## src/hw/rtl/bulk_transfer_receiver_macros.svh

```systemverilog
// Assertion shorthands shared by btr_core and btr_res_fifo.
// All of them sample on clk_i and stay quiet while rst_ni is low.
`ifndef BULK_TRANSFER_RECEIVER_MACROS_SVH
`define BULK_TRANSFER_RECEIVER_MACROS_SVH

// Plain invariant.
`define BTR_ASSERT(name, prop, msg) \
  name: assert property (@(posedge clk_i) disable iff (!rst_ni) (prop)) \
    else $error(msg);

// Same-cycle implication.
`define BTR_ASSERT_IMP(name, ante, cons, msg) \
  name: assert property (@(posedge clk_i) disable iff (!rst_ni) (ante) |-> (cons)) \
    else $error(msg);

// Next-cycle implication.
`define BTR_ASSERT_NEXT(name, ante, cons, msg) \
  name: assert property (@(posedge clk_i) disable iff (!rst_ni) (ante) |=> (cons)) \
    else $error(msg);

`endif

```

## src/hw/rtl/btr_pkg.sv

```systemverilog
package btr_pkg;

  typedef enum logic [1:0] {
    REQ_CMD  = 2'd0,
    REQ_DATA = 2'd1,
    REQ_CONN = 2'd2,
    REQ_DISC = 2'd3
  } btr_req_e;

  typedef enum logic [1:0] {
    CODE_START_ACK    = 2'd0,
    CODE_DATA_ACK     = 2'd1,
    CODE_COMPLETE_ACK = 2'd2,
    CODE_NACK         = 2'd3
  } btr_code_e;

  typedef enum logic {
    KIND_NOTIFY  = 1'b0,
    KIND_PAYLOAD = 1'b1
  } btr_kind_e;

  typedef enum logic [1:0] {
    CFG_TYPE_A = 2'd0,
    CFG_TYPE_B = 2'd1,
    CFG_TYPE_C = 2'd2,
    CFG_PPR    = 2'd3
  } btr_cfg_idx_e;

  localparam logic [7:0]  CMD_START    = 8'h01;
  localparam logic [7:0]  CMD_COMPLETE = 8'h03;
  localparam logic [3:0]  FRAME_LEN    = 4'd7;
  localparam logic [3:0]  CRC_LEN      = 4'd5;
  localparam logic [3:0]  POS_SAT      = 4'd8;
  localparam logic [3:0]  MIN_NACK_LEN = 4'd3;
  localparam logic [15:0] CRC_POLY     = 16'hA001;
  localparam logic [15:0] CRC_INIT     = 16'hFFFF;
  localparam int unsigned FRAME_BYTES  = 7;

  localparam logic [7:0] TYPE_A_RST = 8'hA1;
  localparam logic [7:0] TYPE_B_RST = 8'hA2;
  localparam logic [7:0] TYPE_C_RST = 8'hA3;
  localparam logic [3:0] PPR_RST    = 4'd10;

  localparam int unsigned RES_DEPTH = 4;
  localparam int unsigned RES_PTR_W = $clog2(RES_DEPTH);
  localparam int unsigned RES_CNT_W = RES_PTR_W + 1;

  typedef struct packed {
    logic [7:0] type_a;
    logic [7:0] type_b;
    logic [7:0] type_c;
    logic [3:0] ppr;
  } btr_cfg_t;

  typedef struct packed {
    btr_kind_e  kind;
    btr_code_e  code;
    logic [7:0] typ;
    logic [7:0] id;
    logic [7:0] pay;
    logic       last;
  } btr_res_t;

  // CRC-16/MODBUS, one byte, reflected polynomial.
  function automatic logic [15:0] btr_crc_byte(logic [15:0] crc, logic [7:0] b);
    logic [15:0] c;
    c = crc ^ {8'd0, b};
    for (int k = 0; k < 8; k++) begin
      c = c[0] ? ((c >> 1) ^ CRC_POLY) : (c >> 1);
    end
    return c;
  endfunction

endpackage

```

## src/hw/rtl/btr_core.sv

```systemverilog
`include "bulk_transfer_receiver_macros.svh"

module btr_core (
  input  logic                           clk_i,
  input  logic                           rst_ni,
  input  logic                           fire_i,
  input  btr_pkg::btr_req_e              req_i,
  input  logic [7:0]                     byte_i,
  input  logic                           last_i,
  input  btr_pkg::btr_cfg_t              cfg_i,
  output btr_pkg::btr_res_t [1:0]        res_o,
  output logic [1:0]                     res_cnt_o
);
  import btr_pkg::*;

  logic        active_q, active_d;
  logic [7:0]  cur_type_q, cur_type_d;
  logic [7:0]  cur_id_q, cur_id_d;
  logic [15:0] exp_q, exp_d;
  logic [15:0] recv_q, recv_d;
  logic [3:0]  rc_q, rc_d;
  logic        ovf_q, ovf_d;
  logic [3:0]  pos_q, pos_d;
  logic [7:0]  fields_q [FRAME_BYTES];
  logic [7:0]  fields_d [FRAME_BYTES];
  logic [15:0] crc_q, crc_d;
  logic        drop_q, drop_d;

  logic        nack_ovf, pay_en, ack, cmd_vld, drop, crc_ok, type_ok;
  logic [3:0]  rc;
  btr_code_e   cmd_code;
  logic [15:0] total, sent;

  always_comb begin
    active_d   = active_q;
    cur_type_d = cur_type_q;
    cur_id_d   = cur_id_q;
    exp_d      = exp_q;
    recv_d     = recv_q;
    rc_d       = rc_q;
    ovf_d      = ovf_q;
    pos_d      = pos_q;
    fields_d   = fields_q;
    crc_d      = crc_q;
    drop_d     = drop_q;
    nack_ovf   = 1'b0;
    pay_en     = 1'b0;
    ack        = 1'b0;
    cmd_vld    = 1'b0;
    cmd_code   = CODE_NACK;
    drop       = drop_q;
    rc         = rc_q;
    total      = 16'd0;
    sent       = 16'd0;
    crc_ok     = 1'b0;
    type_ok    = 1'b0;
    res_o      = '0;
    res_cnt_o  = 2'd0;

    if (req_i == REQ_CONN || req_i == REQ_DISC) begin
      // drop transfer and packet in progress
      active_d   = 1'b0;
      cur_type_d = 8'd0;
      cur_id_d   = 8'd0;
      exp_d      = 16'd0;
      recv_d     = 16'd0;
      rc_d       = 4'd0;
      ovf_d      = 1'b0;
      pos_d      = 4'd0;
      crc_d      = CRC_INIT;
      drop_d     = 1'b0;
    end else begin
      for (int i = 0; i < FRAME_BYTES; i++) begin
        if (pos_q == 4'(i)) fields_d[i] = byte_i;
      end
      if (pos_q < CRC_LEN) crc_d = btr_crc_byte(crc_q, byte_i);
      if (pos_q < POS_SAT) pos_d = pos_q + 4'd1;

      if (req_i == REQ_DATA) begin
        if (pos_q == 4'd0) begin
          drop = !active_q;
          if (active_q && recv_q >= exp_q) begin
            drop = 1'b1;
            if (!ovf_q) begin
              nack_ovf = 1'b1;
              ovf_d    = 1'b1;
            end
          end
        end
        drop_d = drop;
        if (active_q && !drop && recv_q < exp_q) begin
          pay_en = 1'b1;
          recv_d = recv_q + 16'd1;
        end
        if (last_i && active_q && !drop) begin
          rc = rc_q + 4'd1;
          if (rc >= cfg_i.ppr) begin
            ack = 1'b1;
            rc  = 4'd0;
          end
          rc_d = rc;
          if (recv_d >= exp_q) ack = 1'b1;
        end
      end else if (last_i) begin
        total   = {fields_d[3], fields_d[4]};
        sent    = {fields_d[6], fields_d[5]};
        crc_ok  = (crc_d == sent);
        type_ok = (fields_d[1] == cfg_i.type_a) || (fields_d[1] == cfg_i.type_b) ||
                  (fields_d[1] == cfg_i.type_c);
        if (fields_d[0] == CMD_START || fields_d[0] == CMD_COMPLETE) begin
          if (pos_d != FRAME_LEN) begin
            cmd_vld = (pos_d >= MIN_NACK_LEN);
          end else if (fields_d[0] == CMD_START) begin
            cmd_vld = 1'b1;
            if (crc_ok && type_ok) begin
              cmd_code   = CODE_START_ACK;
              active_d   = 1'b1;
              cur_type_d = fields_d[1];
              cur_id_d   = fields_d[2];
              exp_d      = total;
              recv_d     = 16'd0;
              rc_d       = 4'd0;
              ovf_d      = 1'b0;
            end
          end else begin
            cmd_vld = 1'b1;
            if (active_q && fields_d[2] == cur_id_q && fields_d[1] == cur_type_q) begin
              // matching complete ends the transfer either way
              if (crc_ok && recv_q == total) cmd_code = CODE_COMPLETE_ACK;
              active_d   = 1'b0;
              cur_type_d = 8'd0;
              cur_id_d   = 8'd0;
              exp_d      = 16'd0;
              recv_d     = 16'd0;
              rc_d       = 4'd0;
              ovf_d      = 1'b0;
            end
          end
        end
      end

      if (last_i) begin
        pos_d  = 4'd0;
        crc_d  = CRC_INIT;
        drop_d = 1'b0;
      end
    end

    // order results: overflow nack, or payload then data ack, or data ack alone, or command answer
    if (nack_ovf) begin
      res_o[0].kind = KIND_NOTIFY;
      res_o[0].code = CODE_NACK;
      res_o[0].typ  = cur_type_q;
      res_o[0].id   = cur_id_q;
      res_o[0].last = 1'b1;
      res_cnt_o     = 2'd1;
    end else if (pay_en) begin
      res_o[0].kind = KIND_PAYLOAD;
      res_o[0].pay  = byte_i;
      res_o[0].last = !ack;
      res_cnt_o     = 2'd1;
      if (ack) begin
        res_o[1].kind = KIND_NOTIFY;
        res_o[1].code = CODE_DATA_ACK;
        res_o[1].typ  = cur_type_q;
        res_o[1].id   = cur_id_q;
        res_o[1].last = 1'b1;
        res_cnt_o     = 2'd2;
      end
    end else if (ack) begin
      res_o[0].kind = KIND_NOTIFY;
      res_o[0].code = CODE_DATA_ACK;
      res_o[0].typ  = cur_type_q;
      res_o[0].id   = cur_id_q;
      res_o[0].last = 1'b1;
      res_cnt_o     = 2'd1;
    end else if (cmd_vld) begin
      res_o[0].kind = KIND_NOTIFY;
      res_o[0].code = cmd_code;
      res_o[0].typ  = fields_d[1];
      res_o[0].id   = fields_d[2];
      res_o[0].last = 1'b1;
      res_cnt_o     = 2'd1;
    end
  end

  always_ff @(posedge clk_i or negedge rst_ni) begin
    if (!rst_ni) begin
      active_q   <= 1'b0;
      cur_type_q <= 8'd0;
      cur_id_q   <= 8'd0;
      exp_q      <= 16'd0;
      recv_q     <= 16'd0;
      rc_q       <= 4'd0;
      ovf_q      <= 1'b0;
      pos_q      <= 4'd0;
      crc_q      <= CRC_INIT;
      drop_q     <= 1'b0;
    end else if (fire_i) begin
      active_q   <= active_d;
      cur_type_q <= cur_type_d;
      cur_id_q   <= cur_id_d;
      exp_q      <= exp_d;
      recv_q     <= recv_d;
      rc_q       <= rc_d;
      ovf_q      <= ovf_d;
      pos_q      <= pos_d;
      crc_q      <= crc_d;
      drop_q     <= drop_d;
    end
  end

  // every byte read back was written earlier in the same packet
  always_ff @(posedge clk_i) begin
    if (fire_i) fields_q <= fields_d;
  end

  `BTR_ASSERT(a_pos_sat, pos_q <= POS_SAT, "frame position past saturation")
  `BTR_ASSERT_IMP(a_recv_bound, active_q, recv_q <= exp_q, "received count beyond total")
  `BTR_ASSERT_IMP(a_pair_order, res_cnt_o == 2'd2,
                  (res_o[0].kind == KIND_PAYLOAD) && (res_o[1].code == CODE_DATA_ACK),
                  "two results not payload then data ack")

endmodule

```

## src/hw/rtl/btr_res_fifo.sv

```systemverilog
`include "bulk_transfer_receiver_macros.svh"

module btr_res_fifo (
  input  logic                              clk_i,
  input  logic                              rst_ni,
  input  logic [1:0]                        push_cnt_i,
  input  btr_pkg::btr_res_t [1:0]           push_i,
  output logic                              room_o,
  output logic                              valid_o,
  input  logic                              ready_i,
  output btr_pkg::btr_res_t                 head_o
);
  import btr_pkg::*;

  btr_res_t             mem_q [RES_DEPTH];
  logic [RES_PTR_W-1:0] wr_q, wr_d, rd_q, rd_d;
  logic [RES_CNT_W-1:0] cnt_q, cnt_d;
  logic                 pop;

  assign pop     = (cnt_q != '0) && ready_i;
  assign valid_o = (cnt_q != '0);
  assign head_o  = mem_q[rd_q];
  // take a new item only if both of its possible results fit
  assign room_o  = (cnt_q <= RES_CNT_W'(RES_DEPTH - 2));

  always_comb begin
    wr_d  = wr_q + RES_PTR_W'(push_cnt_i);
    rd_d  = rd_q + RES_PTR_W'(pop);
    cnt_d = cnt_q + RES_CNT_W'(push_cnt_i) - RES_CNT_W'(pop);
  end

  always_ff @(posedge clk_i or negedge rst_ni) begin
    if (!rst_ni) begin
      wr_q  <= '0;
      rd_q  <= '0;
      cnt_q <= '0;
    end else begin
      wr_q  <= wr_d;
      rd_q  <= rd_d;
      cnt_q <= cnt_d;
    end
  end

  always_ff @(posedge clk_i) begin
    if (push_cnt_i != 2'd0) mem_q[wr_q] <= push_i[0];
    if (push_cnt_i == 2'd2) mem_q[wr_q + RES_PTR_W'(1)] <= push_i[1];
  end

  `BTR_ASSERT(a_cnt_max, cnt_q <= RES_CNT_W'(RES_DEPTH), "result queue count overrun")
  `BTR_ASSERT_IMP(a_push_room, push_cnt_i != 2'd0, room_o, "push into full result queue")
  `BTR_ASSERT_NEXT(a_pop_dec, pop && push_cnt_i == 2'd0,
                   cnt_q == $past(cnt_q) - RES_CNT_W'(1), "pop did not shrink queue")

endmodule

```

## src/hw/rtl/bulk_transfer_receiver.sv

```systemverilog
// Channel        | Dir | Handshake             | Payload
// ---------------+-----+-----------------------+-------------------------------------------
// s_axis (bytes) | in  | s_axis_tvalid/tready  | tdata: data_byte; tuser: req_type;
//                |     |                       | tlast: last_byte
// m_axis (result)| out | m_axis_tvalid/tready  | tdata: notify_code, notify_type, notify_id,
//                |     |                       | payload_byte; tuser: result_kind;
//                |     |                       | tlast: last_result
// cfg (registers)| in  | cfg_valid/cfg_ready   | cfg_index, cfg_data (always ready)
//
// One byte per cycle while the result queue has room: an input register feeds the
// frame/transfer logic, which pushes its results into a four-entry result queue in
// the same cycle. A result passes the input register and the result queue before
// it shows on m_axis. An item that yields two results (payload byte plus data ack)
// pushes both at once and m_axis takes them in turn; the result queue sets the rate then.
// Reset is asynchronous and active low; no clearing pass is needed.
// A stalled m_axis fills the queue; s_axis keeps taking bytes while it has
// room for two more results.

module bulk_transfer_receiver (
  input  logic        clk_i,
  input  logic        rst_ni,
  input  logic        s_axis_tvalid_i,
  output logic        s_axis_tready_o,
  input  logic [7:0]  s_axis_tdata_i,   // [7:0] data_byte
  input  logic [1:0]  s_axis_tuser_i,   // [1:0] req_type
  input  logic        s_axis_tlast_i,
  output logic        m_axis_tvalid_o,
  input  logic        m_axis_tready_i,
  // [1:0] notify_code, [9:2] notify_type, [17:10] notify_id,
  // [25:18] payload_byte, [31:26] zero
  output logic [31:0] m_axis_tdata_o,
  output logic [0:0]  m_axis_tuser_o,   // [0] result_kind
  output logic        m_axis_tlast_o,
  input  logic        cfg_valid_i,
  output logic        cfg_ready_o,
  input  logic [1:0]  cfg_index_i,
  input  logic [7:0]  cfg_data_i
);
  import btr_pkg::*;

  // configuration registers
  btr_cfg_t  cfg_q;

  // input register
  logic       in_vld_q;
  btr_req_e   in_req_q;
  logic [7:0] in_byte_q;
  logic       in_last_q;

  logic              fire;
  logic              room;
  logic [1:0]        res_cnt;
  btr_res_t [1:0]    res;
  btr_res_t          head;

  assign cfg_ready_o = 1'b1;

  always_ff @(posedge clk_i or negedge rst_ni) begin
    if (!rst_ni) begin
      cfg_q.type_a <= TYPE_A_RST;
      cfg_q.type_b <= TYPE_B_RST;
      cfg_q.type_c <= TYPE_C_RST;
      cfg_q.ppr    <= PPR_RST;
    end else if (cfg_valid_i) begin
      case (btr_cfg_idx_e'(cfg_index_i))
        CFG_TYPE_A: cfg_q.type_a <= cfg_data_i;
        CFG_TYPE_B: cfg_q.type_b <= cfg_data_i;
        CFG_TYPE_C: cfg_q.type_c <= cfg_data_i;
        CFG_PPR:    cfg_q.ppr    <= cfg_data_i[3:0];
        default:    cfg_q        <= cfg_q;
      endcase
    end
  end

  // Process the held byte once the queue can take both possible results;
  // refill the input register in the same cycle.
  assign fire            = in_vld_q && room;
  assign s_axis_tready_o = !in_vld_q || fire;

  always_ff @(posedge clk_i or negedge rst_ni) begin
    if (!rst_ni) begin
      in_vld_q <= 1'b0;
    end else if (s_axis_tready_o) begin
      in_vld_q <= s_axis_tvalid_i;
    end
  end

  // payload of the input register: hold while stalled
  always_ff @(posedge clk_i) begin
    if (s_axis_tready_o && s_axis_tvalid_i) begin
      in_req_q  <= btr_req_e'(s_axis_tuser_i);
      in_byte_q <= s_axis_tdata_i;
      in_last_q <= s_axis_tlast_i;
    end
  end

  btr_core u_core (
    .clk_i     (clk_i),
    .rst_ni    (rst_ni),
    .fire_i    (fire),
    .req_i     (in_req_q),
    .byte_i    (in_byte_q),
    .last_i    (in_last_q),
    .cfg_i     (cfg_q),
    .res_o     (res),
    .res_cnt_o (res_cnt)
  );

  btr_res_fifo u_res_fifo (
    .clk_i      (clk_i),
    .rst_ni     (rst_ni),
    .push_cnt_i (fire ? res_cnt : 2'd0),
    .push_i     (res),
    .room_o     (room),
    .valid_o    (m_axis_tvalid_o),
    .ready_i    (m_axis_tready_i),
    .head_o     (head)
  );

  assign m_axis_tdata_o = {6'd0, head.pay, head.id, head.typ, head.code};
  assign m_axis_tuser_o = head.kind;
  assign m_axis_tlast_o = head.last;

endmodule

```

## config.mk

```make
export PLATFORM = sky130hd
export DESIGN_NAME = bulk_transfer_receiver
export DESIGN_NICKNAME = d
export VERILOG_FILES = /design/src/hw/rtl/btr_pkg.sv /design/src/hw/rtl/btr_core.sv /design/src/hw/rtl/btr_res_fifo.sv /design/src/hw/rtl/bulk_transfer_receiver.sv
export VERILOG_INCLUDE_DIRS = /design/src /design/src/hw/rtl
export SDC_FILE = /design/constraint.sdc
export NUM_CORES = 1
export LEC_CHECK = 0
export ABC_AREA = 0
export BUFFER_PORTS_ARGS = -buffer_cell sky130_fd_sc_hd__buf_2
export CAP_MARGIN = 15
export CORE_ASPECT_RATIO = 1.5
export CORE_UTILIZATION = 60
export CTS_BUF_LIST = sky130_fd_sc_hd__clkbuf_4
export DETAILED_ROUTE_END_ITERATION = 10
export PLACE_DENSITY = 0.78
export SYNTH_ARGS = -nofsm -noshare
export SYNTH_HDL_FRONTEND = slang
export SYNTH_SLANG_ARGS = --single-unit
```

## constraint.sdc

```tcl
create_clock -name clk_i -period 8.54 [get_ports clk_i]
set_clock_uncertainty 0.15 [all_clocks]
set_input_delay 0.854 -clock clk_i [delete_from_list [all_inputs] [get_ports clk_i]]
set_output_delay 0.854 -clock clk_i [all_outputs]
set_load 0.02 [all_outputs]
```

==> impl_metrics.toml <==
[run_status]
status = "finished, final reports clean"

[final_layout]
layout_commonest_cell = "edfxtp_1"
layout_common_cells = "139 x edfxtp_1, 105 x nand2_1, 104 x clkbuf_4"
multi_input_area_um2 = 7152
register_area_um2 = 7789
fin_nets = 1517
fillers = 1899
drive_gt1_frac = 0.2090
area_delta_synth_final_pct = 9.493

[clock_tree]
insertion_delay_ns = 0.72
h-tree-depth = 3
cts_buffer_depth = 3
cts.clk_slew.worst_paths_ns = 0.07
cts_tree = "yes"
cts.sinks = 290
cts_buffers = 70
root_buffer = "clkbuf_4"
cts_resized = 0

[place]
hpwlAfterDp_mm = 25.49
pre_cts_ws_ns = 1.069
routabilityCongestion = 0.9308
portBuffers = 55

[global_route]
grt_util_met2 = 0.5058
busiest_layer = "met2"
grt_pass1_wl_mm = 58.64
grt_overflow = 0
grt_max_degree = 74
grt_usage = 0.2840
antenna_found_initial = 1
gr-usage-met3 = 0.05175
grt_pass1_vias = 11450
use_met1 = 0.3211

[routing]
viasPerCell = 6.115
ant_nets = 0
wl_mm = 36.41
first_iter_violations = 821
num_vias = 11140
wl_per_cell_um = 19.98
first_pass_iters = 5
drc = 0

[sta]
fin_crit_sh = 0.8857
setup_ws_ns = 0.9762
final-setup-viol-count = 0
drv_slew = 0
fin_crit_ns = 7.564
rsz0062_at_grt = "false"
max_freq_ghz = 0.1322
relSlewSlack = 0.2110
worst_pin_slew_ns = 1.173
finalHoldViolations = 0
finalSetupTns_ns = 0

[setup_path]
crit_fanout = 18
crit_top_cell = "a21o_1"
slowest_stage = "nor4_1"
required_ns = 8.68
crit_buf_inv = 1
end_kind = "register"
cp_top_family = "compound AO/OA/AOI/OAI gates"
path_cells = "ha_1, a21o_1, a21o_1, a221oi_1, o21a_1, nand4_1, nor3_1, and4_1, nand3_1, xnor2_1, ha_1, a21o_1, a21o_1, a21oi_1, o21ai_0, a211oi_1, a211oi_1, nor4_1, nor3_2, a41oi_1, inv_1"
critPathLaunchType = "register"
critPathKind = "reg -> reg"
crit_arrival_ns = 7.70
max_stage_delay_ns = 1.01

[floorplanning]
die_y_um = 199.1
io_pins = 63
fp.coreArea_um2 = 25230
dieArea_um2 = 26560
die_w_um = 133.4
rows = 71
start_util = 0.6159

[logic_synthesis]
ys_types = 78
synth_cells = 1367
syn-cell-area_um2 = 15540
synth_edf_count = 139
syn_avg_cell_area_um2 = 11.37
seq_area_frac_synth = 0.5012
synthFlopType = "edfxtp_1"
synth_seq_cells = 290
yosysWarningCount = 0
async_reset_ff_frac = 0.3828

[hold_path]
hp-class = "in -> reg"

[power]
power_density_nw_per_um2 = 278.6
ir_drop_mv = 0.1682
leakage_nw = 7.090

[job]
drv_cap = 0
==> where the power goes <==
group	switching (mW)	leakage, nW	total [mW]	internal [mW]
clock	0.542	0.532	1.13	0.587
sequential	0.173	3.10	1.89	1.72
combinational	0.998	3.46	1.72	0.720
==> cell type report <==
| class | instances | area share |
|---|---|---|
| antenna | 1 | 0.0001471 |
| sequential | 290 | 0.4578 |
| inverter | 78 | 0.01721 |
| multi-input combinational | 920 | 0.4204 |
| clock inverter | 18 | 0.005663 |
| timing repair buffer | 83 | 0.02883 |
| clock buffer | 104 | 0.04589 |
| tap | 328 | 0.02412 |
==> cell families (layout without fill, tap and decap cells) <==
group,Yosys count,count (layout),synth area share
and+or+nand+nor,323,323,0.1032
other,2,8,0.0004833
AOI/OAI and AO/OA,295,295,0.1327
adders and majority gates,48,48,0.03913
DFF,290,290,0.5012
xor gates and xnor gates,112,112,0.06683
muxes,135,135,0.1145
buffers and inverters,162,283,0.04195
==> cell usage after synthesis, types with 17 or more instances <==
cell type / n / area share
xor2_1: 38 / 0.021
ha_1: 47 / 0.038
nand3_1: 40 / 0.013
dfxtp_1: 40 / 0.052
o21ai_0: 57 / 0.018
mux2_2: 46 / 0.033
a21o_1: 17 / 0.0082
nor2b_1: 23 / 0.0093
nor2_1: 60 / 0.014
a22o_1: 49 / 0.028
clkbuf_1: 60 / 0.014
dfrtp_1: 83 / 0.13
mux4_2: 28 / 0.041
nand2_1: 105 / 0.025
edfxtp_1: 139 / 0.27
dfstp_2: 28 / 0.047
o22ai_1: 17 / 0.0068
xnor2_1: 69 / 0.039
a32o_1: 18 / 0.012
a21oi_1: 54 / 0.017
mux2i_1: 58 / 0.037
inv_1: 77 / 0.019
==> sequential cells by signal (all words and copies together) (netlist names), 8 cells and up <==
| name | flops |
|---|---|
| u_core.exp_q | 16 |
| u_core.crc_q | 16 |
| u_core.cur_type_q | 8 |
| u_res_fifo.mem_q | 112 |
| cfg_q | 28 |
| u_core.recv_q | 16 |
| u_core.cur_id_q | 8 |
| in_byte_q | 8 |
| u_core.fields_q | 56 |
==> metal layers <==
layer	vias up	wire length, um
met5	-	0
met4	0	1584
met3	106	1729
met2	364	18840
met1	5448	14250
li1	5224	-
==> through the flow <==
step	instance area [um2]	std cells	hold WS (ns)	utilization	power (mW)
after floorplan	15560	1372	0.2712	-	3.182
after global placement	16100	1695	0.2886	0.6382	3.564
after detailed placement	16120	1697	0.2938	0.6388	3.625
after CTS	17000	1820	0.1342	0.6740	4.760
after global routing	17010	1822	0.1430	0.6744	4.992
final	17010	1822	0.1712	0.6744	4.741
==> path summary, 6_finish.rpt <==
kind	start	endpoint	slack, ns	depth (start not counted)
max	u_core.recv_q[13]$_DFFE_PN0P_	u_res_fifo.mem_q[3][18]$_DFFE_PP_	0.98	21
min	s_axis_tdata_i[1]	in_byte_q[1]$_DFFE_PP_	0.17	1
max reg2reg	u_core.recv_q[13]$_DFFE_PN0P_	u_res_fifo.mem_q[3][18]$_DFFE_PP_	0.98	21
min reg2reg	u_res_fifo.mem_q[2][5]$_SDFFE_PP0N_	u_res_fifo.mem_q[2][5]$_SDFFE_PP0N_	0.30	2
max in group asynchronous	rst_ni	u_res_fifo.rd_q[0]$_DFF_PN0_	6.28	3
min in group asynchronous	rst_ni	u_core.cur_id_q[7]$_DFFE_PN0P_	0.51	2
==> repair_timing <==
| action | CTS | global route |
|---|---|---|
| hold buffers | 1 | 0 |
| setup buffers | 0 | 0 |
| endpoints found under the hold margin | 29 | 0 |
No activity file was read; power rests on OpenSTA's default activity.
